## src/hw/rtl/mcic_pkg.sv

```systemverilog
package mcic_pkg;

  localparam int STACK_DEPTH_DEF = 4096;
  localparam int POS_W = 20;
  localparam int SCOST_W = 32;
  localparam int CCOST_W = 48;
  localparam logic [CCOST_W-1:0] COST_MAX = {CCOST_W{1'b1}};

  localparam int CFG_IDX_W = 1;
  localparam logic [CFG_IDX_W-1:0] REG_COVER_START = 1'b0;
  localparam logic [CFG_IDX_W-1:0] REG_COVER_END = 1'b1;

  typedef struct packed {
    logic [POS_W-1:0]   seg_start;
    logic [POS_W-1:0]   seg_end;
    logic [SCOST_W-1:0] seg_cost;
    logic               new_set;
  } in_beat_t;

  typedef struct packed {
    logic [CCOST_W-1:0] chain_cost;
    logic               chain_ok;
    logic [CCOST_W-1:0] best_total;
    logic               best_ok;
    logic               stack_full;
  } out_beat_t;

  // queued item plus front-end classification
  typedef struct packed {
    in_beat_t beat;
    logic     first;
    logic     covers_end;
  } job_t;

  typedef enum logic [2:0] {
    ST_IDLE,
    ST_TOP,
    ST_SEARCH,
    ST_FOUND,
    ST_POP,
    ST_PUSH,
    ST_OUT
  } eng_state_t;

endpackage

```

## src/hw/rtl/mcic_front.sv

```systemverilog
module mcic_front (
  input  logic                 clk,
  input  logic                 rst,
  input  logic                 in_valid,
  output logic                 in_ready,
  input  mcic_pkg::in_beat_t   in_data,
  input  logic                 cfg_we,
  input  logic [mcic_pkg::CFG_IDX_W-1:0] cfg_idx,
  input  logic [mcic_pkg::POS_W-1:0]     cfg_data,
  output logic                 job_valid,
  input  logic                 job_ready,
  output mcic_pkg::job_t       job
);

  logic [mcic_pkg::POS_W-1:0] cover_start;
  logic [mcic_pkg::POS_W-1:0] cover_end;
  mcic_pkg::job_t q [2];
  logic [1:0] cnt;
  logic wp, rp;
  logic push, pop;
  mcic_pkg::job_t enq;

  // hold config registers
  always_ff @(posedge clk) begin
    if (rst) begin
      cover_start <= '0;
      cover_end <= '0;
    end else if (cfg_we) begin
      if (cfg_idx == mcic_pkg::REG_COVER_START) cover_start <= cfg_data;
      if (cfg_idx == mcic_pkg::REG_COVER_END) cover_end <= cfg_data;
    end
  end

  // classify the incoming beat
  always_comb begin
    enq.beat = in_data;
    enq.first = in_data.seg_start <= cover_start;
    enq.covers_end = in_data.seg_end >= cover_end;
  end

  assign in_ready = cnt != 2'd2;
  assign push = in_valid && in_ready;
  assign job_valid = cnt != 2'd0;
  assign pop = job_valid && job_ready;
  assign job = q[rp];

  // two-entry queue to the back end
  always_ff @(posedge clk) begin
    if (rst) begin
      cnt <= '0;
      wp <= 1'b0;
      rp <= 1'b0;
    end else begin
      if (push) wp <= ~wp;
      if (pop) rp <= ~rp;
      cnt <= cnt + {1'b0, push} - {1'b0, pop};
    end
  end

  always_ff @(posedge clk) begin
    if (push) q[wp] <= enq;
  end

endmodule

```

## config.mk

```make
export PLATFORM = sky130hd
export DESIGN_NAME = mcic_front
export DESIGN_NICKNAME = d
export VERILOG_FILES = /design/src/hw/rtl/mcic_pkg.sv /design/src/hw/rtl/mcic_front.sv
export SDC_FILE = /design/constraint.sdc
export NUM_CORES = 1
export LEC_CHECK = 0
export CORE_UTILIZATION = 40
export CTS_CLUSTER_SIZE = 28
export DETAILED_ROUTE_END_ITERATION = 6
export DONT_BUFFER_PORTS = 1
export GPL_TIMING_DRIVEN = 0
export PLACE_DENSITY_LB_ADDON = 0.2
export RECOVER_POWER = 25
export SETUP_SLACK_MARGIN = 0.3
export SKIP_CTS_REPAIR_TIMING = 1
export SYNTH_ARGS = -nofsm -noshare
export SYNTH_HDL_FRONTEND = slang
export SYNTH_SLANG_ARGS = --single-unit
```

## constraint.sdc

```tcl
create_clock -name clk -period 4.9 [get_ports clk]
set_input_delay 0.245 -clock clk [delete_from_list [all_inputs] [get_ports clk]]
set_output_delay 0.245 -clock clk [all_outputs]
set_load 0.01 [all_outputs]
```

==> impl_results.md, run 1 <==
- H-tree depth: 4
- Crit-path max FO: 10
- Layout Skew: 0.00705 ns
- R2R setup slack: 2.92 ns
- CP Launch Type: flip-flop
- Synth Register Bits: 195
- Largest stage delay on the critical path: 0.42 ns
- Slew margin rel.: 59.1%
- Post-place instance area: 8390 sq um
- Syn Nets: 709
- Die H: 143 microns
- Residual DRC count: 0
- Xor and xnor area share after synthesis: 0.439%
- Critical path depth in cells: 3
- Net Switching: 1.14 mW
- Worst setup EP type: primary output
- Vias: 4726
- Clock sinks: 195
- Int Pwr: 3.09 mW
- Worst VDD drop: 0.253 mV
- Worst hold slack: -0.0104 ns
- Vias in the first global route: 4548
- Post-Synth Simple-Gate Area: 6.37%
- Netlist Area Pre-Place: 7980 sq um
- Final hold violation count: 1
- Synth Area in Adders: 6.59%
- Pwr per Cell Area: 429 nW/um^2
- Comb power frac: 19.8%
- I/O Buffers: 0
- Final period utilization: 43.0%
- Vias/cell: 4.92
- Worst R2R Start: cover_end[9]
- Crit path arrival time: 1.86 ns
- Total global routing overflow: 0
- Register area: 5410 sq um
- Clk pwr share: 31.3%
- Largest family of logic cells by synthesized area: multiplexers
- Hold Crit Depth: 2
- Global Route Usage Sum: 15.8%
- Final Wtd Congestion: 0.847
- Syn_area_per_cell: 14.0 sq um
- Min Clock Period, post-route: 2.11 ns
- Clock buffer depth: 2
- Yosys warns: 0
- Core Area: 19500 sq um
- CTS Buf Count: 17
- Initial core utilization: 40.8%
- WL/cell: 17.7 microns
- Ant diodes: 0
- Register area share after synthesis: 67.8%
- Sw Ratio: 27.0%
- Initial antenna violation count: 0
- Commonest non-fill, non-tap cell in the layout: edfxtp_1
- CP max-delay cell: mux2_1
- Commonest non-fill, non-tap cells in the layout: 150 x edfxtp_1, 93 x dlygate4sd3_1, 86 x nand2_1, 55 x mux2_1, 51 x a21oi_1
- Initial drt markers: 217
- Multi-input combinational cell area: 2340 sq um
- Final setup vio count: 0
- Critical Path, Cell by Cell: buf_2 -> buf_2 -> mux2_1
- Share of layout cells above drive strength 1: 8.92%
- RSZ-0062 raised after global routing: false
- Failing checks: hold timing
- Hold EP: cover_end[10]
- Worst slack, placed: 2.93 ns
- First-pass GRT wire length: 23800 microns
- Critical Path RT: 4.66 ns
- Sequential Power Share: 48.9%
- Slew @ Worst Pin: 0.613 ns
- Worst skew pair latency: 0.42 ns
- Synth async-reset ratio: 0%
- Fmax: 0.475 GHz
- Final ANT Viol Nets: 0
- HPWL after detailed placement: 11800 microns
- P_leak: 3.46 nW
- Proportion of synthesized area in mux cells: 10.6%
- Top FF cell, synth: edfxtp_1
- Critical path class: flip-flop to primary output
- Min-delay worst type: primary input to flip-flop
- Number of cells on the worst reg-to-reg path: 7
- Mapped Cells: 568
- Post-Route WL: 17000 microns
- Rows: 51
- Clock slew at reported path FFs: 0.06 ns
- Area Overhead vs Synth: 23.9%
- HP Start: cfg_data[10]
- Total die area: 20500 sq um
- Total negative setup slack: 0 ns
- Fin nets: 824
- Tot Pwr: 4.24 mW
- Root Driver: clkbuf_16
- Status: complete, but fails checks
- CTS tree: built
- Crit-path most repeated cell: buf_2
- Slack of the critical path: 2.79 ns
- WP buf/inv: 2
- EDFF count, synth: 150
- Finished Cell Area: 9880 sq um
- Final core utilization: 50.6%
- Ports: 176
- R2R Path End: q[1][0]
- Largest net degree at the start of global routing: 44
- Crit path max-delay family: buffers and inverters
- Post-synthesis compound-gate area fraction: 5.18%
- DR pass1 iterations: 4
- Max Cap Violations: 0
- Max Slew Vio Count: 0
- Die W: 143 microns
- Fill cell count: 1718
- Post-synth cell types: 34
[kinds of logic (layout without fill, tap and decap cells)]
family	after synthesis	after routing
adders and majority gates	42	42
DFF	195	195
AOI/OAI and AO/OA	71	71
and+or+nand+nor	118	118
muxes	75	75
xor gates and xnor gates	4	4
buffers and inverters	63	190
[Yosys cell counts (3+ instances only)]
cell type  instances  area, sq um
edfxtp_1         150         4500
nand2_1           86          323
mux2_1            55          619
a21oi_1           51          255
dfxtp_1           45          901
ha_1              42          526
inv_1             42          158
mux2_2            20          225
clkbuf_1          15         56.3
a21o_1             9         67.6
nor2_1             7         26.3
buf_2              6         30.0
nand4_1            6         37.5
nand3_1            4         20.0
nor2b_1            4         25.0
nand2b_1           3         18.8
[routing by layer]
metal	up-vias	wire length (microns)	GRT usage, %
met5	-	0	0
met1	2286	7420	17.7
met4	0	129	4.41
li1	2271	-	-
met2	156	8230	26.5
met3	13	1230	7.98
[worst register-to-register path, cell delays in order, from the launching register on]
cell and delay, ns:
dfxtp_1 0.35, inv_1 0.05, ha_1 0.28, a21o_1 0.18, a21o_1 0.17, a21o_1 0.18
a2111oi_2 0.34, o21ai_1 0.14
[flip-flops by register name (all words and copies together), names as in the netlist, named ones only]
signal,flops
q,150
cover_end,20
cover_start,20
cnt,2
rp,1
wp,1
[per-stage QoR]
stage | std cells | hold WS (ns)
floorplan | 568 | 0.344
global placement | 833 | 0.344
detailed placement | 836 | 0.344
CTS | 867 | -0.111
global route | 960 | 0.00995
finish | 960 | -0.0104
[cell type report]
| class | instances | share of cell area [%] |
|---|---|---|
| sequential | 195 | 54.7 |
| multi-input combinational | 310 | 23.7 |
| timing repair buffer | 96 | 10.1 |
| clock buffer | 18 | 4.34 |
| tap | 265 | 3.35 |
| inverter | 42 | 1.60 |
| clock inverter | 13 | 1.38 |
| buffer | 21 | 0.874 |
[power by group through the flow]
stage / sequential, mW / clock [mW] / combinational, mW
after CTS: 2.07 / 1.36 / 0.780
after floorplan: 2.11 / 0 / 0.583
final: 2.07 / 1.33 / 0.837
after global placement: 2.13 / 0 / 0.731
after detailed placement: 2.11 / 0 / 0.774
after global routing: 2.09 / 1.42 / 0.915
[worst max-delay path by stage]
stage,startpoint,to,slack (ns)
finish,flip-flop,job[38],2.79
global route,flip-flop,job[38],2.68
CTS,flip-flop,job[38],2.74
detailed placement,cover_end[9],q[0][0],2.93
global placement,cnt[0],q[0][14],-1.24
floorplan,cnt[0],q[0][0],0.63
(Power assumes the default switching activity.)
==> run 2, diff against run 1 <==
==> constraint.sdc (replaced) <==
create_clock -name clk -period 1.95 [get_ports clk]
set_input_delay 0.0975 -clock clk [delete_from_list [all_inputs] [get_ports clk]]
set_output_delay 0.0975 -clock clk [all_outputs]
set_load 0.01 [all_outputs]
==> run 2 against run 1 <==
The run now ends clean. Combinational power rose to 2.9 times the previous value. Sequential power rose to 2.5 times the previous value. Clock skew up 0.0014 ns. Core utilization up 2.0 points. Non-clock buffer count up 10. Worst setup slack worse by 2.7 ns. Design area up 3.9%. Critical path type is now flip-flop to flip-flop. Die area unchanged. Critical path depth up 5. Clock power rose to 2.6 times the previous value. Largest power group unchanged. Wire length up 5.9%.
==> impl_results.md, run 2 (synthesis results as in run 1) <==
- Worst slack, placed: 0.122 ns
- Largest reg by FF count: q
- Initial core utilization: 40.8%
- Global Route Usage Sum: 16.1%
- Fin nets: 836
- Worst VDD drop: 0.730 mV
- Critical Path RT: 2.25 ns
- Commonest non-fill, non-tap cell in the layout: edfxtp_1
- Number of cells on the worst reg-to-reg path: 8
- Clock slew at reported path FFs: 0.07 ns
- Pwr per Cell Area: 1090 nW/um^2
- Largest stage delay on the critical path: 0.35 ns
- Commonest non-fill, non-tap cells in the layout: 150 x edfxtp_1, 94 x dlygate4sd3_1, 85 x nand2_1, 50 x a21oi_1, 45 x mux2_1
- DR pass1 iterations: 5
- Fill cell count: 1693
- Total die area: 20500 sq um
- Final Wtd Congestion: 0.808
- Final period utilization: 94.8%
- Hold Crit Depth: 3
- R2R Path End: cnt[1]
- Biggest regs: q: 150 flops, cover_end: 20 flops, cover_start: 20 flops
- Multi-input combinational cell area: 2530 sq um
- Vias in the first global route: 4529
- Crit path arrival time: 2.14 ns
- Final setup vio count: 0
- Hold EP: rp
- P_leak: 3.61 nW
- Fmax: 0.541 GHz
- R2R setup slack: 0.10 ns
- Core Area: 19500 sq um
- First-pass GRT wire length: 24100 microns
- Final instance count without filler cells: 973
- Min Clock Period, post-route: 1.85 ns
- Initial drt markers: 212
- Critical path class: flip-flop to flip-flop
- Residual DRC count: 0
- Root Driver: clkbuf_16
- Final ANT Viol Nets: 0
- Crit-path max FO: 3
- Inst Count DP: 836
- HPWL after detailed placement: 12100 microns
- Worst setup EP type: flip-flop
- Worst hold slack: 0.0117 ns
- Clock buffer depth: 2
- Die H: 143 microns
- Status: complete, no violations
- HP Start: job_ready
- Total global routing overflow: 0
- RSZ-0062 raised after global routing: true
- Vias/cell: 4.99
- Ant diodes: 0
- Largest register FFs: 150
- Initial antenna violation count: 2
- CP Launch Type: flip-flop
- Slew margin rel.: 66.1%
- Max Slew Vio Count: 0
- Max Cap Violations: 0
- Vias: 4858
- Post-Route WL: 18000 microns
- H-tree depth: 4
- Clock sinks: 195
- Crit-path most repeated cell: ha_1
- Critical Path, Cell by Cell: or2_4 -> and2_4 -> ha_1 -> inv_1 -> ha_1 -> xor2_1 -> xnor2_1 -> nor2_1
- Worst R2R Start: cnt[1]
- Register area: 5430 sq um
- Ports: 176
- Min-delay worst type: primary input to flip-flop
- Largest net degree at the start of global routing: 40
- Slew @ Worst Pin: 0.508 ns
- Final hold violation count: 0
- CTS Buf Count: 17
- Share of layout cells above drive strength 1: 17.2%
- Slack of the critical path: 0.101 ns
- I/O Buffers: 0
- WL/cell: 18.5 microns
- Layout Skew: 0.00845 ns
- Die W: 143 microns
- CTS tree: built
- Area Overhead vs Synth: 28.7%
- CP max-delay cell: dfxtp_2
- Rows: 51
- Critical Path Source: cnt[1]
- Worst skew pair latency: 0.42 ns
-- run 2: cell types whose count changed in the layout (fill, tap and decap cells not counted), sizes merged --
cell,change
buf,+10
clkinvlp,-5
clkinv,+4
and3,+2
clkbuf,-2
inv,+2
bufinv,+1
dlygate4sd3,+1
-- run 2: worst max path at each step --
stage                     endpoint  slack (ns)  cells past startpoint
after floorplan            q[0][0]       -0.11                      3
after detailed placement    cnt[1]        0.12                      8
after global routing        cnt[1]        0.02                      8
after CTS                  job[38]        -0.1                      3
after global placement    q[0][62]       -0.81                      3
final                       cnt[1]        0.10                      8
-- run 2: layout make-up --
class,instances,area share [%]
Clock buffer,17,4.14
Clock inverter,15,1.58
Inverter,42,1.54
Sequential cell,195,52.9
Tap cell,265,3.23
Buffer,21,1.51
Multi-Input combinational cell,312,24.6
Timing Repair Buffer,106,10.5
-- run 2: stage by stage --
stage / area [sq um] / total power, mW / util, % / TNS, ns
6_report: 10300 / 11.2 / 52.6 / 0
5_1_grt: 10300 / 11.6 / 52.6 / 0
4_1_cts: 8980 / 10.8 / 46.0 / -3.19
3_5_place_dp: 8400 / 7.29 / 43.0 / 0
3_3_place_gp: 8330 / 7.18 / 42.7 / -97.16
2_1_floorplan: 8000 / 6.76 / - / -8.53
-- run 2: per-layer routing --
metal | GRT usage [%] | part of all wire (%) | vias up
met5 | 0 | 0 | -
met2 | 26.0 | 47 | 174
met1 | 18.1 | 44 | 2372
met3 | 8.62 | 7.7 | 11
met4 | 4.98 | 1.1 | 0
li1 | - | - | 2301
-- run 2: power breakdown --
part / leakage, nW / total (mW) / internal [mW] / switching, mW
Sequential: 1.78 / 5.24 / 5.09 / 0.154
Clock: 0.289 / 3.47 / 2.01 / 1.47
Combinational: 1.55 / 2.44 / 1.07 / 1.38
-- run 2: critical path, delay by kind of cell, from the launching register on --
family	cells	cell delay, ns
AND/OR/NAND/NOR	3	0.49
adder cells (fa/ha/maj)	2	0.42
XOR/XNOR	2	0.40
flip-flops	1	0.35
buffers and inverters	1	0.06
==> run 3, diff against run 2 <==
--- a/config.mk
+++ b/config.mk
@@ -5,6 +5,7 @@
 export SDC_FILE = /design/constraint.sdc
 export NUM_CORES = 1
 export LEC_CHECK = 0
+export CAP_MARGIN = 40
 export CORE_UTILIZATION = 40
 export CTS_CLUSTER_SIZE = 28
 export DETAILED_ROUTE_END_ITERATION = 6
==> constraint.sdc (replaced) <==
create_clock -name clk -period 1.95 [get_ports clk]
set_input_delay 0 -clock clk [delete_from_list [all_inputs] [get_ports clk]]
set_output_delay 0 -clock clk [all_outputs]
set_load 0.01 [all_outputs]
==> run 3 against run 2 <==
Non-clock buffer count increased by 3. Wire length increased by 2.3%. Total power decreased by 3.4%. Register-to-register slack improved by 0.07 ns. Combinational power decreased by 3%. Cell count increased by 0.41%. Critical path type unchanged. Critical endpoint unchanged. Largest power group unchanged.
==> impl_results.md, run 3 (synthesis results as in run 1) <==
- Final setup vio count: 0
- Slew margin rel.: 66.9%
- Largest stage delay on the critical path: 0.36 ns
- Vias/cell: 4.99
- Largest register FFs: 150
- Global Route Usage Sum: 16.1%
- CTS Buf Count: 17
- Initial drt markers: 197
- Number of cells on the worst reg-to-reg path: 8
- Die W: 143 microns
- Share of layout cells above drive strength 1: 15.9%
- Root Driver: clkbuf_16
- Min Clock Period, post-route: 1.78 ns
- Crit-path max FO: 3
- Clock slew at reported path FFs: 0.07 ns
- Worst setup EP type: flip-flop
- Largest net degree at the start of global routing: 40
- Initial antenna violation count: 1
- HP Start: cfg_idx
- DR pass1 iterations: 4
- Commonest non-fill, non-tap cells in the layout: 150 x edfxtp_1, 99 x dlygate4sd3_1, 85 x nand2_1, 53 x mux2_1, 49 x a21oi_1
- Worst VDD drop: 0.660 mV
- Critical Path, Cell by Cell: or2_4 -> and2_4 -> ha_4 -> inv_2 -> ha_2 -> xor2_1 -> xnor2_1 -> nor2_1
- Slew @ Worst Pin: 0.497 ns
- Biggest regs: q: 150 flops, cover_end: 20 flops, cover_start: 20 flops
- First-pass GRT wire length: 24200 microns
- CTS tree: built
- Layout Skew: 0.00916 ns
- Initial core utilization: 40.8%
- Final instance count without filler cells: 977
- RSZ-0062 raised after global routing: true
- H-tree depth: 4
- Fmax: 0.563 GHz
- CP Launch Type: flip-flop
- R2R setup slack: 0.17 ns
- Area Overhead vs Synth: 28.2%
- Final Wtd Congestion: 0.808
- Vias in the first global route: 4530
- Residual DRC count: 0
- Hold EP: cover_start[5]
- Max Slew Vio Count: 0
- Rows: 51
- Post-Route WL: 18400 microns
- Worst skew pair latency: 0.42 ns
- Die H: 143 microns
- Critical path class: flip-flop to flip-flop
- R2R Path End: cnt[1]
- Total die area: 20500 sq um
- Status: complete, no violations
- WL/cell: 18.8 microns
- Worst R2R Start: cnt[1]
- Final core utilization: 52.4%
- CP max-delay cell: dfxtp_4
- Final hold violation count: 0
- Largest reg by FF count: q
- Final period utilization: 91.2%
- P_leak: 3.57 nW
- Clock sinks: 195
- Crit path arrival time: 2.07 ns
- Total global routing overflow: 0
- I/O Buffers: 0
- Final ANT Viol Nets: 0
- HPWL after detailed placement: 12100 microns
- Critical Path Source: cnt[1]
- Ports: 176
- Fin nets: 840
- Inst Count DP: 836
- Core Area: 19500 sq um
- Critical Path RT: 2.25 ns
- Tot Pwr: 10.8 mW
- Vias: 4873
- Max Cap Violations: 0
- Min-delay worst type: primary input to flip-flop
- Pwr per Cell Area: 1050 nW/um^2
- Commonest non-fill, non-tap cell in the layout: edfxtp_1
- Clock buffer depth: 2
- Hold Crit Depth: 4
## run 3: cell count changes in the layout (fill, tap and decap cells not counted), sizes merged
cell         change
diode            +1
clkbuf           +6
dlygate4sd3      +5
buf              -3
clkinv           -4
bufinv           -2
clkinvlp         +3
inv              -3
nor2             +1
## run 3: layout make-up
type                       count  area, sq um
sequential                   195         5420
multi-input combinational    313         2560
timing repair buffer         109         1100
fill                        1701         9300
tap                          265          332
buffer                        21          119
clock inverter                 9         85.1
clock buffer                  22          444
inverter                      42          158
antenna                        1         2.50
## run 3: worst max-delay path: cells and delay by family, from the launching register on
kind,cells,cell delay [ns]
XOR/XNOR,2,0.36
buffers and inverters,1,0.03
flip-flops,1,0.36
adder cells (fa/ha/maj),2,0.41
AND/OR/NAND/NOR,3,0.48
## run 3: metrics by stage
stage	area (sq um)	hold slack [ns]	TNS [ns]	setup WS (ns)
2_1_floorplan	8000	0.0989	-8.53	-0.114
3_3_place_gp	8330	0.0990	-97.16	-0.814
3_5_place_dp	8400	0.0990	0	0.123
4_1_cts	8930	-0.355	-0.00600	-0.00440
5_1_grt	10200	0.0292	0	0.112
6_report	10200	0.0144	0	0.172
## run 3: power breakdown
group / internal (mW) / leakage (nW) / switching (mW)
combinational: 0.984 / 1.55 / 1.38
clock: 1.75 / 0.248 / 1.42
sequential: 5.09 / 1.77 / 0.154
total: 7.82 / 3.57 / 2.96
## run 3: worst max-delay path by stage
| stage | end | slack (ns) | depth (start not counted) |
|---|---|---|---|
| global placement | q[0][62] | -0.81 | 3 |
| finish | cnt[1] | 0.17 | 8 |
| global route | cnt[1] | 0.11 | 8 |
| floorplan | q[0][0] | -0.11 | 3 |
| detailed placement | cnt[1] | 0.12 | 8 |
| CTS | job[38] | -0.004 | 3 |
## run 3: layer usage
layer | vias to the layer above | track usage (%) | part of all wire (%)
met5 | - | 0 | 0
met4 | 0 | 6.00 | 1.1
li1 | 2312 | - | -
met3 | 14 | 7.78 | 6.8
met2 | 161 | 26.3 | 47
met1 | 2386 | 18.2 | 45
